`config.mk`:
```
export PLATFORM = sky130hd
export DESIGN_NAME = ground_test_fault_judge_flat
export DESIGN_NICKNAME = d
export VERILOG_FILES = /design/src/sv/gtfj_pkg.sv /design/src/sv/gtfj_if.sv /design/src/sv/ground_test_fault_judge.sv /design/src/flat_wrapper.sv
export SDC_FILE = /design/constraint.sdc
export NUM_CORES = 1
export LEC_CHECK = 0
export BUFFER_PORTS_ARGS = -buffer_cell sky130_fd_sc_hd__buf_4
export CAP_MARGIN = 20
export CORE_MARGIN = 1
export CORE_UTILIZATION = 57
export CTS_CLUSTER_SIZE = 16
export DETAILED_ROUTE_END_ITERATION = 12
export GPL_ROUTABILITY_DRIVEN = 0
export GPL_TIMING_DRIVEN = 0
export PLACE_DENSITY_LB_ADDON = 0.2
export SLEW_MARGIN = 20
export SYNTH_ARGS = -nofsm -noshare
export SYNTH_HDL_FRONTEND = slang
export SYNTH_SLANG_ARGS = --single-unit
```
`constraint.sdc`:
```
create_clock -name clk -period 3.2 [get_ports clk]
set_clock_uncertainty 0.2 [all_clocks]
set_input_delay 0.32 -clock clk [delete_from_list [all_inputs] [get_ports clk]]
set_output_delay 0.32 -clock clk [all_outputs]
set_load 0.05 [all_outputs]
```
`src/sv/gtfj_pkg.sv`:
```
// ----------------------------------------------------------------------------
// gtfj_pkg
// Types, codes and constants shared by the ground test fault judge files.
// ----------------------------------------------------------------------------
`default_nettype none

package gtfj_pkg;

    typedef logic [1:0]  stage_t;
    typedef logic [2:0]  fault_t;
    typedef logic [15:0] word_t;
    typedef logic [3:0]  reg_idx_t;
    typedef logic [7:0]  err_cnt_t;
    typedef logic [16:0] top_t;

    // fault codes
    localparam fault_t FAULT_NONE  = 3'd0;
    localparam fault_t FAULT_HIGH  = 3'd1;
    localparam fault_t FAULT_LOW   = 3'd2;
    localparam fault_t FAULT_VOLT  = 3'd3;
    localparam fault_t FAULT_SHORT = 3'd4;

    // test stages
    localparam stage_t STG_OTHER  = 2'd0;
    localparam stage_t STG_RISE   = 2'd1;
    localparam stage_t STG_CHANGE = 2'd2;
    localparam stage_t STG_TEST   = 2'd3;

    // register indexes
    localparam reg_idx_t REG_UPPER_LIMIT = 4'd0;
    localparam reg_idx_t REG_LOWER_LIMIT = 4'd1;
    localparam reg_idx_t REG_SET_LEVEL   = 4'd2;
    localparam reg_idx_t REG_TEST_TIME   = 4'd3;

    // window top = set_level * 11 / 10 + 10, via reciprocal multiply
    localparam logic [23:0] TOP_RECIP  = 24'd9227469;
    localparam int          TOP_SHIFT  = 23;
    localparam top_t        TOP_OFFSET = 17'd10;

    // sample time thresholds
    localparam word_t CHECK_START = 16'd2;
    localparam word_t SHORT_START = 16'd5;

    // counter thresholds
    localparam err_cnt_t VOLT_CNT_OVER = 8'd2;
    localparam err_cnt_t LOW_CNT_MIN   = 8'd2;
    localparam err_cnt_t CNT_MAX       = 8'hFF;

endpackage

`default_nettype wire

```
`src/sv/gtfj_if.sv`:
```
// ----------------------------------------------------------------------------
// gtfj_if
// Valid/ready channels for samples, verdicts and register writes.
// ----------------------------------------------------------------------------
`default_nettype none

interface gtfj_sample_if import gtfj_pkg::*; ();
    logic   valid;
    logic   ready;
    stage_t stage;
    word_t  elapsed;
    word_t  voltage;
    word_t  current;

    modport source (output valid, stage, elapsed, voltage, current, input ready);
    modport sink   (input valid, stage, elapsed, voltage, current, output ready);
endinterface

interface gtfj_verdict_if import gtfj_pkg::*; ();
    logic   valid;
    logic   ready;
    fault_t fault;
    logic   end_low;

    modport source (output valid, fault, end_low, input ready);
    modport sink   (input valid, fault, end_low, output ready);
endinterface

interface gtfj_cfg_if import gtfj_pkg::*; ();
    logic     valid;
    logic     ready;
    reg_idx_t index;
    word_t    data;

    modport source (output valid, index, data, input ready);
    modport sink   (input valid, index, data, output ready);
endinterface

`default_nettype wire

```
`src/sv/ground_test_fault_judge.sv`:
```
// ----------------------------------------------------------------------------
// ground_test_fault_judge
// Per-sample fault verdict for a ground-resistance test.
// ----------------------------------------------------------------------------
// Each accepted sample beat (stage, elapsed, voltage, current) yields exactly
// one verdict beat (fault code, latched end_low flag), in order. A sample is
// captured in an input register, judged by one level of compare logic against
// the limits and the two saturating error counters, and the verdict lands in
// an output register, and one sample per cycle is sustained, limited only
// by the verdict side taking its beats. The voltage window top
// (set_level * 11 / 10 + 10) is computed by one reciprocal multiply when
// set_level is written and kept in a register. Register writes are always
// accepted and are meant for idle times.
// ----------------------------------------------------------------------------
`default_nettype none

module ground_test_fault_judge
    import gtfj_pkg::*;
(
    input  wire logic       clk,
    input  wire logic       rst_n,
    gtfj_cfg_if.sink        cfg,
    gtfj_sample_if.sink     sample,
    gtfj_verdict_if.source  verdict
);

    // configuration registers
    word_t upper_limit_reg;
    word_t lower_limit_reg;
    word_t set_level_reg;
    word_t test_time_reg;
    top_t  window_top_reg;

    logic [39:0] top_prod;
    top_t        top_next;

    // input stage
    logic   in_valid_reg;
    stage_t stage_reg;
    word_t  elapsed_reg;
    word_t  voltage_reg;
    word_t  current_reg;

    // judge state
    err_cnt_t volt_cnt_reg, volt_cnt_next;
    err_cnt_t low_cnt_reg,  low_cnt_next;
    logic     end_low_reg,  end_low_next;

    // output stage
    logic   out_valid_reg;
    fault_t fault_reg;
    fault_t fault_next;
    logic   out_end_low_reg;

    logic advance;
    logic step;

    // judge terms
    logic     high_hit;
    logic     over_top;
    logic     under_bottom;
    logic     low_cur;
    logic     expired;
    logic     short_window;
    err_cnt_t volt_inc;
    err_cnt_t low_inc;

    assign cfg.ready = 1'b1;

    // window top, reciprocal of 10 folded with the factor 11
    assign top_prod = {24'd0, cfg.data} * {16'd0, TOP_RECIP};
    assign top_next = top_t'(top_prod >> TOP_SHIFT) + TOP_OFFSET;

    always_ff @(posedge clk or negedge rst_n)
    begin
        if (!rst_n)
        begin
            upper_limit_reg <= 16'hFFFF;
            lower_limit_reg <= '0;
            set_level_reg   <= '0;
            test_time_reg   <= '0;
            window_top_reg  <= TOP_OFFSET;
        end
        else if (cfg.valid && cfg.ready)
        begin
            unique case (cfg.index)
                REG_UPPER_LIMIT: upper_limit_reg <= cfg.data;
                REG_LOWER_LIMIT: lower_limit_reg <= cfg.data;
                REG_SET_LEVEL:
                begin
                    set_level_reg  <= cfg.data;
                    window_top_reg <= top_next;
                end
                REG_TEST_TIME:   test_time_reg   <= cfg.data;
                default:         ;
            endcase
        end
    end

    // pipeline flow: judge the held sample when the verdict slot frees up
    assign advance      = !out_valid_reg || verdict.ready;
    assign step         = in_valid_reg && advance;
    assign sample.ready = !in_valid_reg || advance;

    always_ff @(posedge clk or negedge rst_n)
    begin
        if (!rst_n)
        begin
            in_valid_reg <= 1'b0;
        end
        else if (sample.ready)
        begin
            in_valid_reg <= sample.valid;
        end
    end

    always_ff @(posedge clk)
    begin
        if (sample.valid && sample.ready)
        begin
            stage_reg   <= sample.stage;
            elapsed_reg <= sample.elapsed;
            voltage_reg <= sample.voltage;
            current_reg <= sample.current;
        end
    end

    // shared compare terms
    assign high_hit     = current_reg > upper_limit_reg;
    assign over_top     = {1'b0, voltage_reg} > window_top_reg;
    assign under_bottom = voltage_reg < {1'b0, set_level_reg[15:1]};
    assign low_cur      = current_reg < lower_limit_reg;
    // elapsed + 1 >= test_time, no wrap
    assign expired      = (test_time_reg != '0) &&
                          ({1'b0, elapsed_reg} + 17'd1 >= {1'b0, test_time_reg});
    assign short_window = (elapsed_reg >= SHORT_START) || (elapsed_reg == test_time_reg);
    assign volt_inc     = (volt_cnt_reg == CNT_MAX) ? CNT_MAX : volt_cnt_reg + 8'd1;
    assign low_inc      = (low_cnt_reg == CNT_MAX) ? CNT_MAX : low_cnt_reg + 8'd1;

    always_comb
    begin
        fault_next    = FAULT_NONE;
        volt_cnt_next = volt_cnt_reg;
        low_cnt_next  = low_cnt_reg;
        end_low_next  = end_low_reg;

        if (high_hit)
        begin
            fault_next = FAULT_HIGH;
        end
        else if (stage_reg == STG_RISE || stage_reg == STG_CHANGE)
        begin
            // over-voltage while ramping needs more than two hits in a row
            if (over_top)
            begin
                volt_cnt_next = volt_inc;
                if (volt_inc > VOLT_CNT_OVER)
                begin
                    fault_next = FAULT_VOLT;
                end
            end
            else
            begin
                volt_cnt_next = '0;
            end
        end
        else if (stage_reg == STG_TEST && elapsed_reg > CHECK_START)
        begin
            if (short_window && voltage_reg == '0)
            begin
                fault_next = FAULT_SHORT;
            end
            else if (!expired && (under_bottom || over_top))
            begin
                fault_next = FAULT_VOLT;
            end

            if (fault_next == FAULT_NONE)
            begin
                if (low_cur)
                begin
                    low_cnt_next = low_inc;
                    if (low_inc >= LOW_CNT_MIN)
                    begin
                        fault_next = FAULT_LOW;
                    end
                end
                else
                begin
                    low_cnt_next = '0;
                end
            end

            // end-of-test verdict latched on a clean final sample
            if (fault_next == FAULT_NONE && expired)
            begin
                end_low_next = low_cur;
            end
        end
    end

    always_ff @(posedge clk or negedge rst_n)
    begin
        if (!rst_n)
        begin
            volt_cnt_reg  <= '0;
            low_cnt_reg   <= '0;
            end_low_reg   <= 1'b0;
            out_valid_reg <= 1'b0;
        end
        else
        begin
            if (step)
            begin
                volt_cnt_reg <= volt_cnt_next;
                low_cnt_reg  <= low_cnt_next;
                end_low_reg  <= end_low_next;
            end
            if (advance)
            begin
                out_valid_reg <= in_valid_reg;
            end
        end
    end

    always_ff @(posedge clk)
    begin
        if (step)
        begin
            fault_reg       <= fault_next;
            out_end_low_reg <= end_low_next;
        end
    end

    assign verdict.valid   = out_valid_reg;
    assign verdict.fault   = fault_reg;
    assign verdict.end_low = out_end_low_reg;

    // judge state only moves when a sample is judged
    a_state_hold: assert property (@(posedge clk) disable iff (!rst_n)
        !step |=> $stable(volt_cnt_reg) && $stable(low_cnt_reg) && $stable(end_low_reg))
        else $error("judge state changed without a judged sample");

    // a pending verdict matches the live latched flag
    a_end_low_sync: assert property (@(posedge clk) disable iff (!rst_n)
        out_valid_reg |-> (out_end_low_reg == end_low_reg))
        else $error("verdict end_low differs from latched flag");

    // low fault only with at least two low hits counted
    a_low_count: assert property (@(posedge clk) disable iff (!rst_n)
        (out_valid_reg && fault_reg == FAULT_LOW) |-> (low_cnt_reg >= LOW_CNT_MIN))
        else $error("low fault with too few low hits");

    // low counter only steps by one, holds at max, or clears
    a_low_step: assert property (@(posedge clk) disable iff (!rst_n)
        step |=> (low_cnt_reg == '0) || (low_cnt_reg == $past(low_cnt_reg)) ||
                 (low_cnt_reg == $past(low_cnt_reg) + 8'd1))
        else $error("low counter jumped");

endmodule

`default_nettype wire

```
`src/flat_wrapper.sv`:
```
// flat-port wrapper written by rule: the top's interface ports become plain ports
module ground_test_fault_judge_flat import gtfj_pkg::*;
  (clk, rst_n, cfg_valid, cfg_index, cfg_data, cfg_ready, sample_valid, sample_stage, sample_elapsed, sample_voltage, sample_current, sample_ready, verdict_valid, verdict_fault, verdict_end_low, verdict_ready);
  gtfj_cfg_if cfg_i ();
  gtfj_sample_if sample_i ();
  gtfj_verdict_if verdict_i ();
  input  wire logic clk;
  input  wire logic rst_n;
  input wire logic [$bits(cfg_i.valid)-1:0] cfg_valid;
  input wire logic [$bits(cfg_i.index)-1:0] cfg_index;
  input wire logic [$bits(cfg_i.data)-1:0] cfg_data;
  output wire logic [$bits(cfg_i.ready)-1:0] cfg_ready;
  input wire logic [$bits(sample_i.valid)-1:0] sample_valid;
  input wire logic [$bits(sample_i.stage)-1:0] sample_stage;
  input wire logic [$bits(sample_i.elapsed)-1:0] sample_elapsed;
  input wire logic [$bits(sample_i.voltage)-1:0] sample_voltage;
  input wire logic [$bits(sample_i.current)-1:0] sample_current;
  output wire logic [$bits(sample_i.ready)-1:0] sample_ready;
  output wire logic [$bits(verdict_i.valid)-1:0] verdict_valid;
  output wire logic [$bits(verdict_i.fault)-1:0] verdict_fault;
  output wire logic [$bits(verdict_i.end_low)-1:0] verdict_end_low;
  input wire logic [$bits(verdict_i.ready)-1:0] verdict_ready;
  assign cfg_i.valid = cfg_valid;
  assign cfg_i.index = cfg_index;
  assign cfg_i.data = cfg_data;
  assign cfg_ready = cfg_i.ready;
  assign sample_i.valid = sample_valid;
  assign sample_i.stage = sample_stage;
  assign sample_i.elapsed = sample_elapsed;
  assign sample_i.voltage = sample_voltage;
  assign sample_i.current = sample_current;
  assign sample_ready = sample_i.ready;
  assign verdict_valid = verdict_i.valid;
  assign verdict_fault = verdict_i.fault;
  assign verdict_end_low = verdict_i.end_low;
  assign verdict_i.ready = verdict_ready;
  ground_test_fault_judge u_core (.clk(clk), .rst_n(rst_n), .cfg(cfg_i), .sample(sample_i), .verdict(verdict_i));
endmodule
```
==> flow_metrics.py, run 1 <==
metrics = {
    "worst_setup_path": {
        "worstPathRequired_ns": 3.29,
        "critPathKind": "in2reg",
        "critPathArrivalTime_ns": 6.35,
        "reg2reg_setup_slack_ns": -0.29,
        "worstReg2RegStart": "u_core.elapsed_reg[2]$_DFFE_PP_",
        "crit_fanout": 4,
        "r2r_end": "u_core.verdict.end_low$_DFFE_PP_",
        "r2r_cells": 16,
        "setup.worst_path.start": "cfg_data[5]",
        "critPathCaptureType": "register",
        "cp-start-kind": "input port",
        "worstSetupEndpoint": "u_core.window_top_reg[16]$_DFFE_PN0P_",
    },
    "floorplan": {
        "core_mm2": 0.0243,
        "num_rows": 57,
        "die_area_mm2": 0.0254,
        "die_y_um": 159,
        "dieWidth_um": 159,
        "io_pins": 82,
        "start_util_pct": 58.0,
    },
    "layout": {
        "fin_nets": 2102,
        "layout_common_cells": "inv_1 (237), ha_1 (192), buf_4 (149), nand2_1 (109), dfrtp_1 (81)",
        "layout_commonest_cell": "inv_1",
        "diodes": 0,
        "largest_reg_flops": 17,
        "drive_gt1_share_pct": 25.3,
        "area_delta_synth_final_pct": 30.6,
        "final-instance-count-excl-fill": 2057,
    },
    "synthesis": {
        "ys_seq_area_share_pct": 29.2,
        "post_synth_num_cell_types": 81,
        "ys_ff_latch": 153,
        "synth_area_per_cell_um2": 9.69,
        "synth_area_leaders": "ha_1 (20%), dfrtp_1 (14%), fa_1 (12%), edfxtp_1 (11%), inv_1 (6.9%)",
        "synth_top_area_cell": "ha_1",
        "yosysTopAreaCellShare_pct": 19.5,
        "synth-edff-count": 54,
        "synth_cells": 1456,
        "syn_area_mm2": 0.0141,
        "async_flop_share_pct": 64.7,
        "syn_nets": 1838,
        "ys.warnings.count": 0,
        "synthFlopType": "dfrtp_1",
    },
    "sta": {
        "fin_crit_sh_pct": 196,
        "setup_ws_ns": -3.06,
        "rsz0062_at_grt": "yes",
        "fmax_ghz": 0.160,
        "finalSetupViolCount": 31,
        "slew-limit-headroom_pct": 36.6,
        "hold_violations": 0,
        "worst_pin_slew_ns": 0.951,
        "maxSlewViolCount": 0,
        "period_minus_slack_ns": 6.26,
    },
    "drt": {
        "drt-vias-per-instance": 5.87,
        "drc_errors": 0,
        "drt_iter0_drc": 1071,
        "wirelength_mm": 40.1,
        "num_vias": 12100,
        "ant_nets": 0,
        "first_pass_iters": 7,
        "avgRoutedWirePerCell_um": 19.5,
    },
    "clock_network": {
        "clk_latency_ns": 0.44,
        "clock_path_buffers": 2,
        "cts_num_sinks": 153,
        "cts_tree": "yes",
        "clock_tree.root_cell": "clkbuf_16",
        "ctsHtreeMaxLevel": 4,
        "cts_buffers": 17,
        "cts.clk_slew.worst_paths_ns": 0.06,
    },
    "global_routing": {
        "grt_max_degree": 100,
        "grt_util_all_layers_pct": 32.8,
        "antenna_found_initial": 1,
        "grt_overflow_total": 0,
        "grt_pass1_wl_mm": 65.3,
        "grt_pass1_vias": 12600,
    },
    "hold_path": {
        "worstHoldPathType": "in2reg",
        "min_from": "cfg_data[7]",
    },
    "job": {
        "max_cap_violations": 0,
    },
    "placement": {
        "hpwl_mm": 26.8,
        "io_buffers": 80,
        "dp_cells": 1860,
    },
    "outcome": {
        "outcome": "finished, violations left",
        "violations": "setup timing",
    },
}
## synthesized netlist by cell type (15+ instances only)
master	instances
a21o_1	28
a21oi_1	61
and3_1	15
clkbuf_1	23
dfrtp_1	81
dfstp_2	18
edfxtp_1	54
fa_1	87
ha_1	220
inv_1	260
mux2_2	23
nand2_1	113
nand3_1	31
nand4_1	20
nor2_1	46
nor3_1	19
nor4_1	19
o21ai_0	95
xnor2_1	21
xor2_1	27
## critical path: stages
cell	delay, ns
buf_12	0.09
clkinvlp_4	0.10
ha_4	0.24
fa_2	0.60
inv_2	0.06
fa_1	0.52
inv_2	0.06
fa_1	0.55
inv_2	0.06
fa_2	0.56
fa_2	0.48
ha_4	0.29
buf_4	0.11
o21a_1	0.11
nor2_1	0.04
a2111oi_2	0.39
a211o_4	0.20
mux2i_1	0.14
nor2_1	0.34
nand4_4	0.18
nor3_4	0.29
nand4_1	0.16
buf_4	0.18
a31oi_4	0.16
o31ai_4	0.09
## through the flow
stage          area, um^2  TNS, ns  worst slack [ns]  utilization, %  hold WS, ns
6_report            18400   -48.57             -3.06            75.8       0.0244
5_1_grt             18400   -52.49             -3.22            75.8       0.0118
4_1_cts             18300   -49.14             -2.86            75.2      0.00970
3_5_place_dp        15600   -64.88             -3.65            64.1        0.262
3_3_place_gp        15600   -63.00             -3.58            64.1        0.256
2_1_floorplan       14600   -40.34             -2.76               -       -0.176
## cell families (layout without fill, tap and decap cells)
family / Yosys count / count (layout) / synth area share [%]
and+or+nand+nor: 340 / 341 / 12.6
adders and majority gates: 307 / 307 / 31.9
AOI/OAI and AO/OA: 292 / 292 / 13.4
buffers and inverters: 287 / 563 / 7.67
DFF: 153 / 153 / 29.2
xor gates and xnor gates: 48 / 48 / 2.98
muxes: 28 / 28 / 2.19
other: 1 / 1 / 0.0266
## repair_timing
item / 4_1_cts / 5_1_grt
setup buffers: 103 / 13
pin swaps: 94 / 37
hold buffers: 67 / 0
resized for setup: 144 / 41
hold endpoints to repair: 157 / 0
setup endpoints to repair: 37 / 39
cloned: 2 / 0
## per-layer routing
metal / vias to the layer above / share of wire [%] / global-route usage (%)
met5: - / 0.032 / 0
met4: 2 / 4.6 / 15.7
met3: 141 / 5.7 / 5.29
met2: 448 / 49 / 55.5
met1: 5914 / 41 / 41.0
li1: 5578 / - / -
## how the worst min path moves through the flow
stage	end	slack, ns	cells past startpoint
after CTS	u_core.test_time_reg[6]$_DFFE_PN0P_	0.01	2
final	u_core.set_level_reg[7]$_DFFE_PN0P_	0.02	2
after global placement	u_core.window_top_reg[1]$_DFFE_PN1P_	0.26	2
after detailed placement	u_core.window_top_reg[1]$_DFFE_PN1P_	0.26	2
after global routing	u_core.set_level_reg[7]$_DFFE_PN0P_	0.01	2
after floorplan	u_core.end_low_reg$_DFFE_PN0P_	-0.18	0
## layout make-up
class | instances | area, um^2
well taps | 324 | 405
repair buffers | 245 | 2190
clock inverters | 13 | 123
fillers | 1521 | 5890
flip-flops and latches | 153 | 4120
inverters | 260 | 1000
plain buffers | 26 | 143
clock buffers | 19 | 464
multi-input cells | 1017 | 9980
Power of run 1 is not shown: default switching activity piles up to over one toggle a cycle in this logic, so the estimate is an artifact.
==> run 2: changes to the inputs <==
--- a/config.mk
+++ b/config.mk
@@ -13,6 +13,7 @@
 export DETAILED_ROUTE_END_ITERATION = 12
 export GPL_ROUTABILITY_DRIVEN = 0
 export GPL_TIMING_DRIVEN = 0
+export MAX_ROUTING_LAYER = met4
 export PLACE_DENSITY_LB_ADDON = 0.2
 export SLEW_MARGIN = 20
 export SYNTH_ARGS = -nofsm -noshare
==> flow_metrics.py, run 2 (same netlist as run 1, synthesis figures left out) <==
metrics = {
    "outcome": {
        "outcome": "finished, violations left",
        "violations": "setup timing",
    },
    "worst_setup_path": {
        "critPathArrivalTime_ns": 6.35,
        "cpMaxStageDelayCell": "fa_2",
        "crit_chain": "buf_12 > clkinvlp_4 > ha_4 > fa_2 > inv_2 > fa_1 > inv_2 > fa_1 > inv_2 > fa_2 > fa_2 > ha_4 > buf_4 > and2_0 > a22o_4 > o31ai_4 > a21oi_4 > o21ai_2 > or3b_4 > nor3_4 > nand4_1 > buf_4 > a31oi_4 > o31ai_4",
        "critPathKind": "in2reg",
        "worstPathRequired_ns": 3.28,
        "critPathCaptureType": "register",
        "crit_fanout": 4,
        "max_stage_delay_ns": 0.60,
        "cp_top_family": "adder cells",
        "cp-start-kind": "input port",
        "crit_buf_inv": 7,
    },
    "clock_network": {
        "clk_latency_ns": 0.44,
        "clock_tree.root_cell": "clkbuf_16",
        "cts_num_sinks": 153,
        "cts_tree": "yes",
        "clock_path_buffers": 2,
        "ctsHtreeMaxLevel": 4,
        "cts_buffers": 17,
        "cts.clk_slew.worst_paths_ns": 0.06,
    },
    "global_routing": {
        "grt_max_degree": 100,
        "antenna_found_initial": 1,
        "grt_util_all_layers_pct": 33.8,
        "grt_overflow_total": 0,
        "grt_pass1_vias": 12500,
        "grt_pass1_wl_mm": 65.3,
    },
    "floorplan": {
        "num_rows": 57,
        "io_pins": 82,
        "dieWidth_um": 159,
        "die_area_mm2": 0.0254,
        "die_y_um": 159,
        "core_mm2": 0.0243,
        "start_util_pct": 58.0,
    },
    "layout": {
        "layout_common_cells": "inv_1 (237), ha_1 (192), buf_4 (149), nand2_1 (109), dfrtp_1 (81)",
        "largest_reg_flops": 17,
        "area_delta_synth_final_pct": 30.6,
        "utilization_pct": 75.8,
        "fin_area_mm2": 0.0184,
        "fin_nets": 2102,
        "drive_gt1_share_pct": 25.3,
        "layout_commonest_cell": "inv_1",
    },
    "sta": {
        "hold_violations": 0,
        "period_minus_slack_ns": 6.26,
        "tns_ns": -48.71,
        "fmax_ghz": 0.160,
        "worst_pin_slew_ns": 0.946,
        "maxSlewViolCount": 0,
        "rsz0062_at_grt": "yes",
        "fin_crit_sh_pct": 196,
        "setup_ws_ns": -3.06,
        "slew-limit-headroom_pct": 36.9,
        "finalSetupViolCount": 31,
    },
    "drt": {
        "wirelength_mm": 40.2,
        "ant_nets": 0,
        "first_pass_iters": 5,
        "drt_iter0_drc": 992,
        "drc_errors": 0,
        "drt-vias-per-instance": 5.87,
        "avgRoutedWirePerCell_um": 19.5,
        "num_vias": 12100,
    },
    "placement": {
        "hpwl_mm": 26.8,
        "pre_cts_slack_ns": -3.65,
        "io_buffers": 80,
        "place_area_mm2": 0.0156,
    },
    "hold_path": {
        "worstHoldPathType": "in2reg",
    },
    "job": {
        "max_cap_violations": 0,
    },
}
run 2: cell count changes in the layout (fill, tap and decap cells not counted):
cell     delta
diode_2     +1
run 2: path summary, 6_finish.rpt:
kind | from | end | slack (ns) | cells past startpoint
hold / removal | cfg_data[7] | u_core.set_level_reg[7]$_DFFE_PN0P_ | 0.02 | 2
hold reg to reg | u_core.window_top_reg[1]$_DFFE_PN1P_ | u_core.window_top_reg[1]$_DFFE_PN1P_ | 0.28 | 2
min in group asynchronous | rst_n | u_core.set_level_reg[13]$_DFFE_PN0P_ | 0.36 | 2
setup reg to reg | u_core.elapsed_reg[2]$_DFFE_PP_ | u_core.verdict.end_low$_DFFE_PP_ | -0.29 | 16
max in group asynchronous | rst_n | u_core.lower_limit_reg[9]$_DFFE_PN0P_ | 1.80 | 2
setup / recovery | cfg_data[5] | u_core.window_top_reg[16]$_DFFE_PN0P_ | -3.06 | 24
run 2: worst reg2reg max path, stage by stage (launching register included):
cell      delay (ns)
edfxtp_1        0.39
and2_4          0.16
and4_4          0.24
nand3_4         0.10
nor3_4          0.24
nand3_2         0.14
xnor2_2         0.17
ha_1            0.30
nand4_1         0.14
o21ai_1         0.17
nor2_1          0.07
o21ai_1         0.12
o21ai_1         0.07
nand2_1         0.10
nand2_2         0.09
or3_1           0.39
mux2i_1         0.13
run 2: repair_timing:
item / CTS / global route
cloned: 2 / 0
hold buffers: 67 / 0
setup buffers: 103 / 13
resized for setup: 144 / 41
endpoints found under the hold margin: 157 / 0
endpoints found under the setup margin: 37 / 39
pin swaps: 94 / 37
run 2: cell type report:
type | instances | area (um^2)
Clock inverter | 13 | 123
Inverter | 260 | 1000
Clock buffer | 19 | 464
Sequential cell | 153 | 4120
Multi-Input combinational cell | 1017 | 9980
Antenna cell | 1 | 2.50
Tap cell | 324 | 405
Fill cell | 1520 | 5890
Buffer | 26 | 143
Timing Repair Buffer | 245 | 2190
run 2: per-stage QoR:
step,std cells,hold slack (ns)
2_1_floorplan,1456,-0.176
3_3_place_gp,1860,0.256
3_5_place_dp,1860,0.262
4_1_cts,2063,0.00970
5_1_grt,2058,0.0130
6_report,2058,0.0248
run 2: metal layers:
metal / vias up / share of wire [%] / track usage (%)
li1: 5578 / - / -
met1: 5904 / 41 / 41.1
met2: 471 / 49 / 55.5
met3: 122 / 5.6 / 5.21
met4: 0 / 4.3 / 15.6
met5: - / 0 / -
Power of run 2 is left out for the same reason.
